### src/rtl/adaptive_slicer_bit_packer_core_macros.svh
// ---------------------------------------------------------------------------
// Assertion macros for the adaptive slicer bit packer
// Shared property wrappers; every property is clocked on clk and is
// disabled while rst_n is low.
// ---------------------------------------------------------------------------
`ifndef ADAPTIVE_SLICER_BIT_PACKER_CORE_MACROS_SVH
`define ADAPTIVE_SLICER_BIT_PACKER_CORE_MACROS_SVH

// Same-cycle implication.
`define ASBP_ASSERT_NOW(label, ante, cons, msg) \
  label: assert property (@(posedge clk) disable iff (!rst_n) (ante) |-> (cons)) \
    else $error(msg);

// Next-cycle implication.
`define ASBP_ASSERT_NEXT(label, ante, cons, msg) \
  label: assert property (@(posedge clk) disable iff (!rst_n) (ante) |=> (cons)) \
    else $error(msg);

`endif

### src/rtl/asbp_pkg.sv
// ---------------------------------------------------------------------------
// Adaptive slicer bit packer package
// Register indexes, field widths, configuration bundle and helpers.
// ---------------------------------------------------------------------------
package asbp_pkg;

  localparam int SampleW = 10;
  localparam int ByteW   = 8;
  localparam int ShiftW  = 4;
  localparam int HystW   = 8;
  localparam int CfgAddrW = 3;
  localparam int CfgDataW = 8;
  // Signed working width for differences and sums of 10-bit levels.
  localparam int WorkW   = 13;

  localparam logic [SampleW-1:0] Midscale = 10'd512;
  localparam logic [SampleW-1:0] SampleMax = 10'd1023;

  localparam logic [CfgAddrW-1:0] RegAdaptiveMode  = 3'd0;
  localparam logic [CfgAddrW-1:0] RegFilterShift   = 3'd1;
  localparam logic [CfgAddrW-1:0] RegEnvelopeShift = 3'd2;
  localparam logic [CfgAddrW-1:0] RegCenterShift   = 3'd3;
  localparam logic [CfgAddrW-1:0] RegMinHyst       = 3'd4;
  localparam logic [CfgAddrW-1:0] RegMaxHyst       = 3'd5;

  typedef logic signed [WorkW-1:0] work_t;

  typedef struct packed {
    logic              adaptive_mode;
    logic [ShiftW-1:0] filter_shift;
    logic [ShiftW-1:0] envelope_shift;
    logic [ShiftW-1:0] center_shift;
    logic [HystW-1:0]  min_hysteresis;
    logic [HystW-1:0]  max_hysteresis;
  } cfg_t;

  typedef struct packed {
    logic last_bit;  // the pending bit completes a byte
    logic out_free;  // the result register can take a byte this cycle
  } pk_stat_t;

  function automatic work_t widen(input logic [SampleW-1:0] v);
    widen = $signed({3'b000, v});
  endfunction

  function automatic logic [SampleW-1:0] clamp10(input work_t v);
    if (v < 0) begin
      clamp10 = '0;
    end else if (v > widen(SampleMax)) begin
      clamp10 = SampleMax;
    end else begin
      clamp10 = v[SampleW-1:0];
    end
  endfunction

endpackage

### src/rtl/adaptive_slicer_bit_packer_core.sv
// A completing sample passes through the input register, then its byte is loaded into the output register.
// Throughput: one sample per cycle unless the input is blocked; the slicer's next state is combinational.
// A stalled output only blocks the input when the eighth bit of the next byte is pending.
// Reset (rst_n low, synchronous): registers return to defaults, levels to midscale,
// the packer empties and adaptive tracking waits to be primed by its first sample.
// ---------------------------------------------------------------------------
// Adaptive slicer bit packer core
// Input register, slicer and packer, output register.
// ---------------------------------------------------------------------------
`include "adaptive_slicer_bit_packer_core_macros.svh"

module adaptive_slicer_bit_packer_core (
  input  logic                          clk,
  input  logic                          rst_n,
  input  logic                          in_tvalid,
  output logic                          in_tready,
  input  logic [15:0]                   in_tdata,   // [9:0] sample, [15:10] zero
  output logic                          out_tvalid,
  input  logic                          out_tready,
  output logic [7:0]                    out_tdata,  // [7:0] data_byte
  input  logic                          cfg_we,
  input  logic [asbp_pkg::CfgAddrW-1:0] cfg_addr,
  input  logic [asbp_pkg::CfgDataW-1:0] cfg_wdata
);

  asbp_pkg::cfg_t               cfg_r;
  logic [asbp_pkg::SampleW-1:0] smp_r;
  logic                         s_valid_r;
  logic                         advance;
  logic                         slice_bit;
  asbp_pkg::pk_stat_t           pk_stat;

  always_ff @(posedge clk) begin
    if (!rst_n) begin
      cfg_r.adaptive_mode  <= 1'b0;
      cfg_r.filter_shift   <= 4'd2;
      cfg_r.envelope_shift <= 4'd6;
      cfg_r.center_shift   <= 4'd4;
      cfg_r.min_hysteresis <= 8'd4;
      cfg_r.max_hysteresis <= 8'd32;
    end else if (cfg_we) begin
      case (cfg_addr)
        asbp_pkg::RegAdaptiveMode:  cfg_r.adaptive_mode  <= cfg_wdata[0];
        asbp_pkg::RegFilterShift:   cfg_r.filter_shift   <= cfg_wdata[3:0];
        asbp_pkg::RegEnvelopeShift: cfg_r.envelope_shift <= cfg_wdata[3:0];
        asbp_pkg::RegCenterShift:   cfg_r.center_shift   <= cfg_wdata[3:0];
        asbp_pkg::RegMinHyst:       cfg_r.min_hysteresis <= cfg_wdata;
        asbp_pkg::RegMaxHyst:       cfg_r.max_hysteresis <= cfg_wdata;
        default: ;
      endcase
    end
  end

  // The held sample is processed unless it would finish a byte while the
  // result register is still occupied.
  assign advance   = s_valid_r && (!pk_stat.last_bit || pk_stat.out_free);
  assign in_tready = !s_valid_r || advance;

  always_ff @(posedge clk) begin
    if (!rst_n) begin
      s_valid_r <= 1'b0;
    end else if (in_tready) begin
      s_valid_r <= in_tvalid;
    end
  end

  always_ff @(posedge clk) begin
    if (in_tvalid && in_tready) begin
      smp_r <= in_tdata[asbp_pkg::SampleW-1:0];
    end
  end

  asbp_slicer u_slicer (
    .clk    (clk),
    .rst_n  (rst_n),
    .cfg    (cfg_r),
    .step   (advance),
    .sample (smp_r),
    .bit_o  (slice_bit)
  );

  asbp_packer u_packer (
    .clk        (clk),
    .rst_n      (rst_n),
    .step       (advance),
    .bit_i      (slice_bit),
    .out_tready (out_tready),
    .out_tvalid (out_tvalid),
    .out_tdata  (out_tdata),
    .stat       (pk_stat)
  );

  `ASBP_ASSERT_NEXT(a_stall_keeps_item, s_valid_r && !advance, s_valid_r, "held sample dropped")
  `ASBP_ASSERT_NEXT(a_byte_follows, advance && pk_stat.last_bit, out_tvalid, "byte not loaded")
  `ASBP_ASSERT_NOW(a_no_overwrite, advance && pk_stat.last_bit && out_tvalid, out_tready,
                   "pending byte overwritten")

endmodule

### src/rtl/asbp_slicer.sv
// ---------------------------------------------------------------------------
// Adaptive slicer
// Low-pass filter, floor and ceiling envelopes, hysteresis and center
// tracking; turns one sample into one bit per step.
// ---------------------------------------------------------------------------
module asbp_slicer (
  input  logic                         clk,
  input  logic                         rst_n,
  input  asbp_pkg::cfg_t               cfg,
  input  logic                         step,
  input  logic [asbp_pkg::SampleW-1:0] sample,
  output logic                         bit_o
);

  logic [asbp_pkg::SampleW-1:0] smooth_r, smooth_nxt;
  logic [asbp_pkg::SampleW-1:0] floor_r, floor_nxt;
  logic [asbp_pkg::SampleW-1:0] ceil_r, ceil_nxt;
  logic [asbp_pkg::SampleW-1:0] center_r, center_nxt;
  logic                         held_r;
  logic                         primed_r;

  asbp_pkg::work_t s_w, filt, fl, ce, span, target, ctr, delta, hy_w;
  logic [asbp_pkg::HystW-1:0] hy;
  logic                       plain_bit;

  assign plain_bit = (sample >= asbp_pkg::Midscale);

  always_comb begin
    s_w  = asbp_pkg::widen(sample);
    filt = asbp_pkg::widen(smooth_r)
         + ((s_w - asbp_pkg::widen(smooth_r)) >>> cfg.filter_shift);
    fl   = asbp_pkg::widen(floor_r);
    ce   = asbp_pkg::widen(ceil_r);
    // Envelopes jump outward at once and decay inward toward the filter.
    if (filt < fl) begin
      fl = filt;
    end else begin
      fl = fl + ((filt - fl) >>> cfg.envelope_shift);
    end
    if (filt > ce) begin
      ce = filt;
    end else begin
      ce = ce + ((filt - ce) >>> cfg.envelope_shift);
    end
    span = (ce >= fl) ? (ce - fl) : '0;
    hy   = asbp_pkg::HystW'(span[asbp_pkg::WorkW-1:7]);
    if (hy < cfg.min_hysteresis) begin
      hy = cfg.min_hysteresis;
    end
    if (hy > cfg.max_hysteresis) begin
      hy = cfg.max_hysteresis;
    end
    hy_w   = $signed({5'b00000, hy});
    target = (fl + ce) >>> 1;
    ctr    = asbp_pkg::widen(center_r)
           + ((target - asbp_pkg::widen(center_r)) >>> cfg.center_shift);
    delta  = s_w - ctr;

    smooth_nxt = asbp_pkg::clamp10(filt);
    if (!primed_r) begin
      floor_nxt  = asbp_pkg::clamp10(filt);
      ceil_nxt   = asbp_pkg::clamp10(filt);
      center_nxt = asbp_pkg::clamp10(filt);
      bit_o      = plain_bit;
    end else begin
      floor_nxt  = asbp_pkg::clamp10(fl);
      ceil_nxt   = asbp_pkg::clamp10(ce);
      center_nxt = asbp_pkg::clamp10(ctr);
      if (delta >= hy_w) begin
        bit_o = 1'b1;
      end else if (delta <= -hy_w) begin
        bit_o = 1'b0;
      end else begin
        bit_o = held_r;
      end
    end
    // Plain mode slices at midscale and leaves all tracking alone.
    if (!cfg.adaptive_mode) begin
      bit_o = plain_bit;
    end
  end

  always_ff @(posedge clk) begin
    if (!rst_n) begin
      smooth_r <= asbp_pkg::Midscale;
      floor_r  <= asbp_pkg::Midscale;
      ceil_r   <= asbp_pkg::Midscale;
      center_r <= asbp_pkg::Midscale;
      held_r   <= 1'b0;
      primed_r <= 1'b0;
    end else if (step && cfg.adaptive_mode) begin
      smooth_r <= smooth_nxt;
      floor_r  <= floor_nxt;
      ceil_r   <= ceil_nxt;
      center_r <= center_nxt;
      held_r   <= bit_o;
      primed_r <= 1'b1;
    end
  end

endmodule

### src/rtl/asbp_packer.sv
// ---------------------------------------------------------------------------
// Bit packer
// Collects sliced bits MSB first and loads each full byte into the
// result register.
// ---------------------------------------------------------------------------
module asbp_packer (
  input  logic                       clk,
  input  logic                       rst_n,
  input  logic                       step,
  input  logic                       bit_i,
  input  logic                       out_tready,
  output logic                       out_tvalid,
  output logic [asbp_pkg::ByteW-1:0] out_tdata,
  output asbp_pkg::pk_stat_t         stat
);

  logic [asbp_pkg::ByteW-1:0] partial_r;
  logic [2:0]                 idx_r;
  logic [asbp_pkg::ByteW-1:0] data_r;
  logic                       valid_r;
  logic                       valid_nxt;
  logic [asbp_pkg::ByteW-1:0] byte_nxt;

  assign byte_nxt      = partial_r
                       | (asbp_pkg::ByteW'(bit_i) << (3'd7 - idx_r));
  assign stat.last_bit = (idx_r == 3'd7);
  assign stat.out_free = !valid_r || out_tready;
  assign out_tvalid    = valid_r;
  assign out_tdata     = data_r;

  // A new byte takes the result register; otherwise a taken beat empties it.
  assign valid_nxt = (step && stat.last_bit) || (valid_r && !out_tready);

  always_ff @(posedge clk) begin
    if (!rst_n) begin
      partial_r <= '0;
      idx_r     <= '0;
      valid_r   <= 1'b0;
    end else begin
      valid_r <= valid_nxt;
      if (step) begin
        if (stat.last_bit) begin
          partial_r <= '0;
        end else begin
          partial_r <= byte_nxt;
        end
        idx_r <= idx_r + 3'd1;
      end
    end
  end

  always_ff @(posedge clk) begin
    if (step && stat.last_bit) begin
      data_r <= byte_nxt;
    end
  end

endmodule

### config.mk
export PLATFORM = sky130hd
export DESIGN_NAME = adaptive_slicer_bit_packer_core
export DESIGN_NICKNAME = d
export VERILOG_FILES = /design/src/rtl/asbp_pkg.sv /design/src/rtl/adaptive_slicer_bit_packer_core.sv /design/src/rtl/asbp_slicer.sv /design/src/rtl/asbp_packer.sv
export VERILOG_INCLUDE_DIRS = /design/src /design/src/rtl
export SDC_FILE = /design/constraint.sdc
export NUM_CORES = 1
export LEC_CHECK = 0
export BUFFER_PORTS_ARGS = -buffer_cell sky130_fd_sc_hd__buf_2
export CAP_MARGIN = 25
export CELL_PAD_IN_SITES_DETAIL_PLACEMENT = 1
export CELL_PAD_IN_SITES_GLOBAL_PLACEMENT = 1
export CORE_AREA = 2 2 167 185
export CTS_CLUSTER_DIAMETER = 60
export DETAILED_ROUTE_END_ITERATION = 10
export DIE_AREA = 0 0 169 187
export PLACE_DENSITY = 0.74
export RECOVER_POWER = 25
export SLEW_MARGIN = 20
export SYNTH_ARGS = -nofsm -noshare
export SYNTH_HDL_FRONTEND = slang
export SYNTH_SLANG_ARGS = --single-unit
export TNS_END_PERCENT = 50
### constraint.sdc
create_clock -name clk -period 16.5 [get_ports clk]
set_clock_uncertainty 0.1 [all_clocks]
set_input_delay 4.125 -clock clk [delete_from_list [all_inputs] [get_ports clk]]
set_output_delay 4.125 -clock clk [all_outputs]
set_load 0.02 [all_outputs]
# ---- After elaboration in Yosys (flattened, before gate mapping)
# Index checks and enable logic that the tools add are counted.
# W data, S select, Z words.
dict set report totals {
  reg_bits 102
  romBits 0
  ramBits 0
  in_bits 32
  latchBits 0
  word_cells 101
  output_inout_bits 10
  n_memories 0
}
dict set report op_classes {
  bitwise 1
  div_mod_pow 0
  n_shift 5
  multipliers 0
  muxes 21
  n_reduce_logical 20
  eq_ne 6
  magnitude_cmp 16
  add_sub_neg 14
}
# op n
set op_table {}
lappend op_table {{$mux W10} 11}
lappend op_table {{$add A11 B13 Y13} 4}
lappend op_table {{$gt A13 B11 Y1 const B} 4}
lappend op_table {{$lt A13 B1 Y1 const B} 4}
lappend op_table {{$sshr A13 B4 Y13} 4}
lappend op_table {{$mux W13} 3}
lappend op_table {{$sub A13 B11 Y13} 2}
lappend op_table {{$mux W8} 3}
lappend op_table {{$add A13 B13 Y13} 1}
lappend op_table {{$ge A13 B13 Y1} 1}
lappend op_table {{$ge A13 B9 Y1} 1}
lappend op_table {{$gt A13 B11 Y1} 1}
lappend op_table {{$le A13 B13 Y1} 1}
lappend op_table {{$lt A13 B11 Y1} 1}
lappend op_table {{$neg A8 Y13} 1}
lappend op_table {{$sub A11 B13 Y13} 1}
lappend op_table {{$sub A12 B11 Y13} 1}
lappend op_table {{$sub A13 B13 Y13} 1}
lappend op_table {{$reduce_and A2 Y1} 6}
lappend op_table {{$sub A10 B10 Y11} 1}
lappend op_table {{$ge A10 B10 Y1 const B} 1}
lappend op_table {{$eq A3 B3 Y1 const B} 3}
lappend op_table {{$gt A8 B8 Y1} 1}
lappend op_table {{$lt A8 B8 Y1} 1}
lappend op_table {{11 further kinds} 25}

# ---- Longest topological paths before layout
# Gate-level depths: netlist of run 1.
dict set report logic_depth {
  ltp_word 22
  ltp_mapped 89
  depth_no_buf 87
}

# ---- Modules after synthesis
# From an unflattened synthesis of run 1, not the netlist that was laid out.
dict set report unflattened {
  hier_cells 1747
  area_unflattened_um2 13412.9
}
# mod cells_per_inst instances seq_area_each_um2 area_each_um2
set modules_own_cells {}
lappend modules_own_cells {asbp_slicer 1552 1 840.8 11098.1}
lappend modules_own_cells {adaptive_slicer_bit_packer_core 130 1 900.9 1534.0}
lappend modules_own_cells {asbp_packer 65 1 480.5 780.7}

# ---- Worst setup path after synthesis of run 1
# OpenSTA, ideal clock, no wires.
dict set report synth_path {
  kind {register to register}
  start {register u_slicer.smooth_r[1] (netlist bit)}
  end {register u_packer.data_r, in the netlist u_packer.out_tdata[6] (data pin)}
  slack_ps -282
  period_less_slack_ps 16782
  t_arrival_ps 16428
  t_required_ps 16146
  setup_time_ps 254
  path_buffers 4
  path_stages_with_launch 83
  cell_sequence {dfxtp_1 > inv_1 > ha_1 > nor2b_1 > o21ai_0 > a21boi_0 > o21ai_0 > a21boi_0 > o21ai_0 > a21boi_0 > o21ai_0 > nor3b_1 > nor2_1 > a311oi_1 > a21oi_1 > ha_1 > fa_1 > a21o_1 > [47 not listed] > a2111oi_0 > nor2_1 > xnor2_1 > ha_1 > and3_1 > a21oi_1 > inv_1 > or3_1 > o211ai_1 > nand2_1 > ha_1 > nand2_1 > nor4_1 > nor2_1 > a211oi_1 > a41o_1 > nor2_1 > a21o_1}
}
dict set report synth_between {
  elab_chain_cells 21
  elab_cells_between_ends 34
  cone_classes {add/sub (12); order compare (7); shift (5); mux (9); bitwise (1)}
}
# item line_no
set synth_lines {}
lappend synth_lines {{start, declared} asbp_slicer.sv:15} ;# logic [asbp_pkg::SampleW-1:0] smooth_r, smooth_nxt;
lappend synth_lines {{start signal, assigned} asbp_slicer.sv:85} ;# smooth_r <= asbp_pkg::Midscale;
lappend synth_lines {{start signal, assigned} asbp_slicer.sv:92} ;# smooth_r <= smooth_nxt;
lappend synth_lines {{$sub A10 B10 Y11} asbp_slicer.sv:31} ;# + ((s_w - asbp_pkg::widen(smooth_r)) >>> cfg.filter_shift);
lappend synth_lines {{$sshr A13 B4 Y13} asbp_slicer.sv:31}
lappend synth_lines {{$add A11 B13 Y13 *} asbp_slicer.sv:31}
lappend synth_lines {{branches (longest 13 deep; another with $sub A13 B11 Y13)} --}
lappend synth_lines {{$mux W1 *} asbp_slicer.sv:69} ;# if (delta >= hy_w) begin
lappend synth_lines {{$mux W1 *} asbp_slicer.sv:60} ;# if (!primed_r) begin
lappend synth_lines {{$mux W1 *} asbp_slicer.sv:78} ;# if (!cfg.adaptive_mode) begin
lappend synth_lines {{$shl A1 B3 Y8 *} asbp_packer.sv:25} ;# | (asbp_pkg::ByteW'(bit_i) << (3'd7 - idx_r));
lappend synth_lines {{$or A8 B8 Y8 *} asbp_packer.sv:25}
lappend synth_lines {{named net u_packer.byte_nxt, one bit} asbp_packer.sv:22} ;# logic [asbp_pkg::ByteW-1:0] byte_nxt;
lappend synth_lines {{end signal, assigned} asbp_packer.sv:54} ;# data_r <= byte_nxt;
lappend synth_lines {{end, declared} asbp_packer.sv:19} ;# logic [asbp_pkg::ByteW-1:0] data_r;
# Mark *: on every way through the listed nets, which the timed path passes.
# A chain may end at the register's enable or synchronous reset.

# ---- Worst setup path after layout of run 1
dict set report layout_path {
  start {register smp_r[1] (netlist bit)}
  end {register u_packer.data_r, in the netlist u_packer.out_tdata[6] (data pin)}
}
dict set report layout_between {
  elab_chain_cells 21
  elab_cells_between_ends 35
  cone_classes {add/sub (12); order compare (8); shift (5); mux (9); bitwise (1)}
}
# item line_no
set layout_lines {}
lappend layout_lines {{start, declared} adaptive_slicer_bit_packer_core.sv:27} ;# logic [asbp_pkg::SampleW-1:0] smp_r;
lappend layout_lines {{start signal, assigned} adaptive_slicer_bit_packer_core.sv:69} ;# smp_r <= in_tdata[asbp_pkg::SampleW-1:0];
lappend layout_lines {{branches (longest 18 deep; another with $add A11 B13 Y13)} --}
lappend layout_lines {{$mux W1 *} asbp_slicer.sv:78}
lappend layout_lines {{$shl A1 B3 Y8 *} asbp_packer.sv:25}
lappend layout_lines {{$or A8 B8 Y8 *} asbp_packer.sv:25}
lappend layout_lines {{named net u_packer.byte_nxt, one bit} asbp_packer.sv:22}
# Marked as above.

==> impl_metrics.toml, run 1 <==
[global_route]
grt_pass1_vias = 16730
grt_pass1_wl_mm = 91.09
overflow = 0
grt_usage = 0.3650
grt_max_degree = 35
antenna_found_initial = 2

[yosys]
syn_nets = 1871
synth_edf_count = 18
yosysWarnings = 0
synth_cells = 1675
synthFlopType = "dfxtp_1"
netlist_area_mm2 = 0.01294
synthArstFlopShare = 0
synth_cell_types = 93
avgSynthCellArea_um2 = 7.727
ys_seq_elements = 102
ys_seq_area_frac = 0.1717

[floorplan]
die_area_mm2 = 0.03160
die_w_um = 169
start_util = 0.4313
die_h_um = 187
num_rows = 67
core_area_mm2 = 0.03001
ios = 42

[worst_hold_path]
hold_path_class = "register to register"
hold_depth = 2
worstHoldEndpoint = "u_packer.partial_r[5]"
min_from = "u_packer.partial_r[5]"

[timing]
setup_viol = 17
tns_ns = -21.16
period_needed_ns = 17.82
worst_slack_ns = -1.323
rsz0062_at_grt = "true"
timing.final.crit_share = 1.080
hold_viol = 0
max_clock_freq_ghz = 0.05611
slew_headroom = 0.1523
slew_violations = 0
tightest_slew_ns = 1.269

[worst_setup_path]
reg2reg_to = "u_packer.out_tdata[6]"
cp_slowest_stage_delay_ns = 0.53
worstSetupPathType = "register to register"
crit_top_cell = "buf_4"
cp_slowest_cell = "mux4_2"
critPathLaunchType = "register"
cp_data_arrival_time_ns = 17.87
critical_path.max_fanout = 4
reg2reg_slack_ns = -1.32
crit_path_end_kind = "register"
cp.required_ns = 16.54
r2r_start = "smp_r[1]"
worst_r2r_path_depth = 86

[layout]
synthToLayoutAreaGrowth_pct = 45.00
antenna_cells = 0
drive_gt1_frac = 0.3745
fin_nets = 2346
final_common_cell = "buf_4"
final_cell_mix = "buf_4 (485), nor2_1 (164), nand2_1 (134), ha_1 (128), inv_1 (118)"

[drt]
drc = 0
drtPass1Iterations = 8
drt_iter0_markers = 1581
vias = 17270
wl_mm = 75.58
vias_per_cell = 6.816
ant_nets = 0
wl_per_cell_um = 29.82

[clock_tree]
cts_root_buffer = "clkbuf_16"
clock_latency_ns = 0.40
clk_pin_slew_worst_paths_ns = 0.09
clock-sinks = 102
cts_made_buffers = 9
htreeDepth = 3
clockBufferDepth = 2
hold_buffers = 0
cts_tree = "built"

[run_status]
outcome = "finished with violations"
violations = "negative setup slack"

[placement]
dp_hpwl_mm = 42.82
gp_congestion = 0.9271
port_buffers = 35

[job]
drv_cap = 0
-- flip-flops by register name (all words and copies together) (netlist names), 3 cells and up --
signal,count
cfg_r,29
u_packer.idx_r,3
u_slicer.smooth_r,10
smp_r,10
u_packer.out_tdata,8
u_packer.partial_r,8
u_slicer.center_r,10
u_slicer.ceil_r,10
u_slicer.floor_r,10
-- layer usage --
metal	vias up	wire length (um)	global-route usage
met5	-	26	0
met4	4	8460	0.2288
met3	655	6527	0.04422
met2	1250	35600	0.6671
met1	8307	24960	0.3977
li1	7056	-	-
-- critical path: cells and delay by family, from the launching register on --
family | cells | cell delay (ns)
simple gates | 14 | 1.63
flops | 1 | 0.43
buf+inv | 13 | 2.05
fa+ha+maj | 11 | 3.05
mux | 4 | 1.51
compound gates | 39 | 7.02
xor+xnor | 5 | 1.73
-- through the flow --
step / hold WS (ns) / worst slack, ns / util / cells / instance area, um^2
finish: 0.3856 / -1.323 / 0.6253 / 2534 / 18770
global route: 0.4012 / -1.810 / 0.6253 / 2534 / 18770
CTS: 0.3694 / 0.001711 / 0.5877 / 2506 / 17640
detailed placement: 0.3596 / -1.429 / 0.5538 / 2456 / 16620
global placement: 0.3491 / -0.8995 / 0.5527 / 2454 / 16590
floorplan: 0.3223 / 0.01988 / - / 1675 / 12950
-- cell type report --
cell class / count / area [um^2]
tap: 379 / 474.2
multi-input combinational: 1378 / 11370
fill: 3571 / 11240
clock inverter: 5 / 45.04
timing repair buffer: 530 / 3923
sequential: 102 / 2222
inverter: 129 / 484.2
clock buffer: 11 / 252.7
-- Yosys cell counts (29+ instances only) --
master | count | area share
nor2_1 | 170 | 0.049
a21oi_1 | 159 | 0.061
ha_1 | 154 | 0.15
nand2_1 | 141 | 0.041
inv_1 | 123 | 0.036
o21ai_0 | 96 | 0.037
dfxtp_1 | 84 | 0.13
mux2i_1 | 70 | 0.054
xnor2_1 | 61 | 0.041
clkbuf_1 | 50 | 0.015
nor3_1 | 38 | 0.015
a21o_1 | 36 | 0.021
o21a_1 | 33 | 0.019
nand3_1 | 29 | 0.011
-- logic make-up (layout without fill, tap and decap cells) --
| family | count (synthesis) | count (layout) | synth area share |
|---|---|---|---|
| mux | 99 | 99 | 0.09010 |
| simple gates | 487 | 487 | 0.1725 |
| fa+ha+maj | 164 | 164 | 0.1643 |
| buf+inv | 195 | 675 | 0.05733 |
| xor+xnor | 91 | 91 | 0.06323 |
| compound gates | 537 | 537 | 0.2808 |
| flops | 102 | 102 | 0.1717 |
-- what timing repair did --
action / in CTS / in global routing
resized for setup: 113 / 179
setup endpoints to repair: 25 / 27
setup buffers: 34 / 32
pin swaps: 66 / 141
-- worst max path at each step --
stage / slack (ns) / end / cells after the start / start
finish: -1.32 / u_packer.out_tdata[6] / 86 / smp_r[1]
CTS: 0.002 / u_packer.out_tdata[7] / 83 / smp_r[1]
global placement: -0.90 / u_packer.out_tdata[4] / 86 / smp_r[1]
detailed placement: -1.43 / u_packer.out_tdata[1] / 88 / smp_r[1]
floorplan: 0.02 / u_packer.out_tdata[6] / 82 / u_slicer.smooth_r[1]
global route: -1.81 / u_packer.out_tdata[6] / 86 / smp_r[1]
Power of run 1 is left out: the tool's default activity adds up to more than one toggle a clock period on the data nets, which glitch-free logic cannot reach.
==> run 2: changes to the inputs <==
CORE_AREA = 2 2 202 223   (was 2 2 167 185)
DIE_AREA = 0 0 204 225   (was 0 0 169 187)
GPL_ROUTABILITY_DRIVEN = 0   (was unset)
PLACE_DENSITY = 0.53   (was 0.74)
==> run 2 against run 1 <==
  * The flow now finishes without violations
  * Sequential share of layout area fell by 0.37 points
  * Cell count is 11% higher
  * Die area is 45% higher
  * Count of clock-buffer cells in the layout down 2
  * Flip-flop and latch count is the same
  * Critical endpoint unchanged
  * Highest routed layer is now met4
==> impl_metrics.toml, run 2 (synthesis gave the netlist of run 1 again) <==
[run_status]
outcome = "finished clean"

[drt]
wl_per_cell_um = 19.41
vias = 14520
vias_per_cell = 5.184
drtPass1Iterations = 4
ant_nets = 0
drc = 0
drt_iter0_markers = 526
wl_mm = 54.37

[layout]
fin_nets = 2418
largest_reg_flops = 29
antenna_cells = 0
final_cell_mix = "buf_4 (555), nor2_1 (161), nand2_1 (135), ha_1 (127), a21oi_1 (120)"
drive_gt1_frac = 0.3817
top_register = "cfg_r"
synthToLayoutAreaGrowth_pct = 49.68
final_common_cell = "buf_4"

[timing]
slew_violations = 0
slew_headroom = 0.3175
tightest_slew_ns = 1.024
setup_viol = 0
hold_viol = 0
timing.final.crit_share = 0.9896
worst_slack_ns = 0.1712
rsz0062_at_grt = "true"
period_needed_ns = 16.33
max_clock_freq_ghz = 0.06124

[job]
drv_cap = 0

[global_route]
antenna_found_initial = 0
overflow = 0
grt_usage = 0.2319
grt_pass1_wl_mm = 82.88
grt_pass1_vias = 15110
grt_max_degree = 35

[clock_tree]
clockBufferDepth = 2
clock-sinks = 102
clk_pin_slew_worst_paths_ns = 0.09
htreeDepth = 3
clock_latency_ns = 0.39
cts_tree = "built"
cts_root_buffer = "clkbuf_16"
cts_made_buffers = 9

[worst_setup_path]
cp.required_ns = 16.54
crit_cells = 83
crit_top_cell = "buf_4"
reg2reg_slack_ns = 0.17
cp_data_arrival_time_ns = 16.36
crit_path_end_kind = "register"
worst_r2r_path_depth = 83
r2r_start = "smp_r[0]"
worstSetupPathType = "register to register"
critPathLaunch = "smp_r[0]"
cp_slowest_stage_delay_ns = 0.54
critPathLaunchType = "register"
reg2reg_to = "u_packer.out_tdata[6]"
critPathTopFamily = "compound AO/OA/AOI/OAI gates"
cp_slowest_cell = "mux4_2"
critical_path_buf_inv_count = 12
critical_path.max_fanout = 12

[floorplan]
die_area_mm2 = 0.04590
ios = 42
die_h_um = 225
start_util = 0.2979
core_area_mm2 = 0.04344
die_w_um = 204
num_rows = 80

[worst_hold_path]
min_from = "u_packer.partial_r[3]"
worstHoldEndpoint = "u_packer.partial_r[3]"
hold_path_class = "register to register"
hold_depth = 2

[placement]
port_buffers = 35
pre_cts_ws_ns = -1.625
dp_hpwl_mm = 44.20
-- run 2: changes by cell type in the layout (fill, tap and decap cells not counted), moves of 4 or more --
cell,change
nor4_2,-4
clkbuf_1,+6
buf_2,-6
a21oi_1,+4
a31oi_1,+4
a21oi_4,-4
buf_4,+70
a31oi_2,-4
o21ai_2,-7
o21ai_1,+4
-- run 2: per-stage QoR --
step / utilization / hold WS [ns] / setup TNS (ns) / instance area (um^2) / std cells
final: 0.4459 / 0.3482 / 0 / 19370 / 2801
after global routing: 0.4459 / 0.3660 / -8.761 / 19370 / 2801
after CTS: 0.4251 / 0.3509 / 0 / 18470 / 2766
after detailed placement: 0.3993 / 0.3390 / -26.91 / 17350 / 2718
after global placement: 0.3992 / 0.3349 / -22.58 / 17340 / 2717
after floorplan: - / 0.3223 / 0 / 12950 / 1675
-- run 2: what timing repair did --
action | 4_1_cts | 5_1_grt
pin swaps | 61 | 116
hold buffers | 0 | 0
gates resized for setup | 120 | 136
hold endpoints to repair | 0 | 0
buffers inserted | 32 | 37
endpoints found under the setup margin | 27 | 21
-- run 2: tightest hold or removal path, delay by kind of cell (launching register included) --
family,cells,cell delay [ns]
DFF,1,0.31
and+or+nand+nor,1,0.05
AOI/OAI and AO/OA,1,0.05
-- run 2: worst max-delay path by stage --
stage | slack [ns] | endpoint
floorplan | 0.02 | u_packer.out_tdata[6]
global placement | -1.41 | u_packer.out_tdata[6]
CTS | 0.003 | u_packer.out_tdata[7]
global route | -0.65 | u_packer.out_tdata[6]
detailed placement | -1.63 | u_packer.out_tdata[1]
finish | 0.17 | u_packer.out_tdata[6]
-- run 2: layout make-up --
class,count,area [um^2]
multi-input combinational,1378,11180
sequential,102,2222
fill,5304,24070
timing repair buffer,602,4456
tap,574,718.2
clock inverter,7,86.33
clock buffer,9,225.2
inverter,129,484.2
-- run 2: metal layers --
metal | track usage | vias up | routed length [um]
li1 | - | 7194 | -
met1 | 0.2809 | 7105 | 24180
met2 | 0.4197 | 156 | 27260
met3 | 0.01923 | 65 | 854
met4 | 0.09677 | 0 | 2077
met5 | 0 | - | 0
Power of run 2 is left out for the same reason.
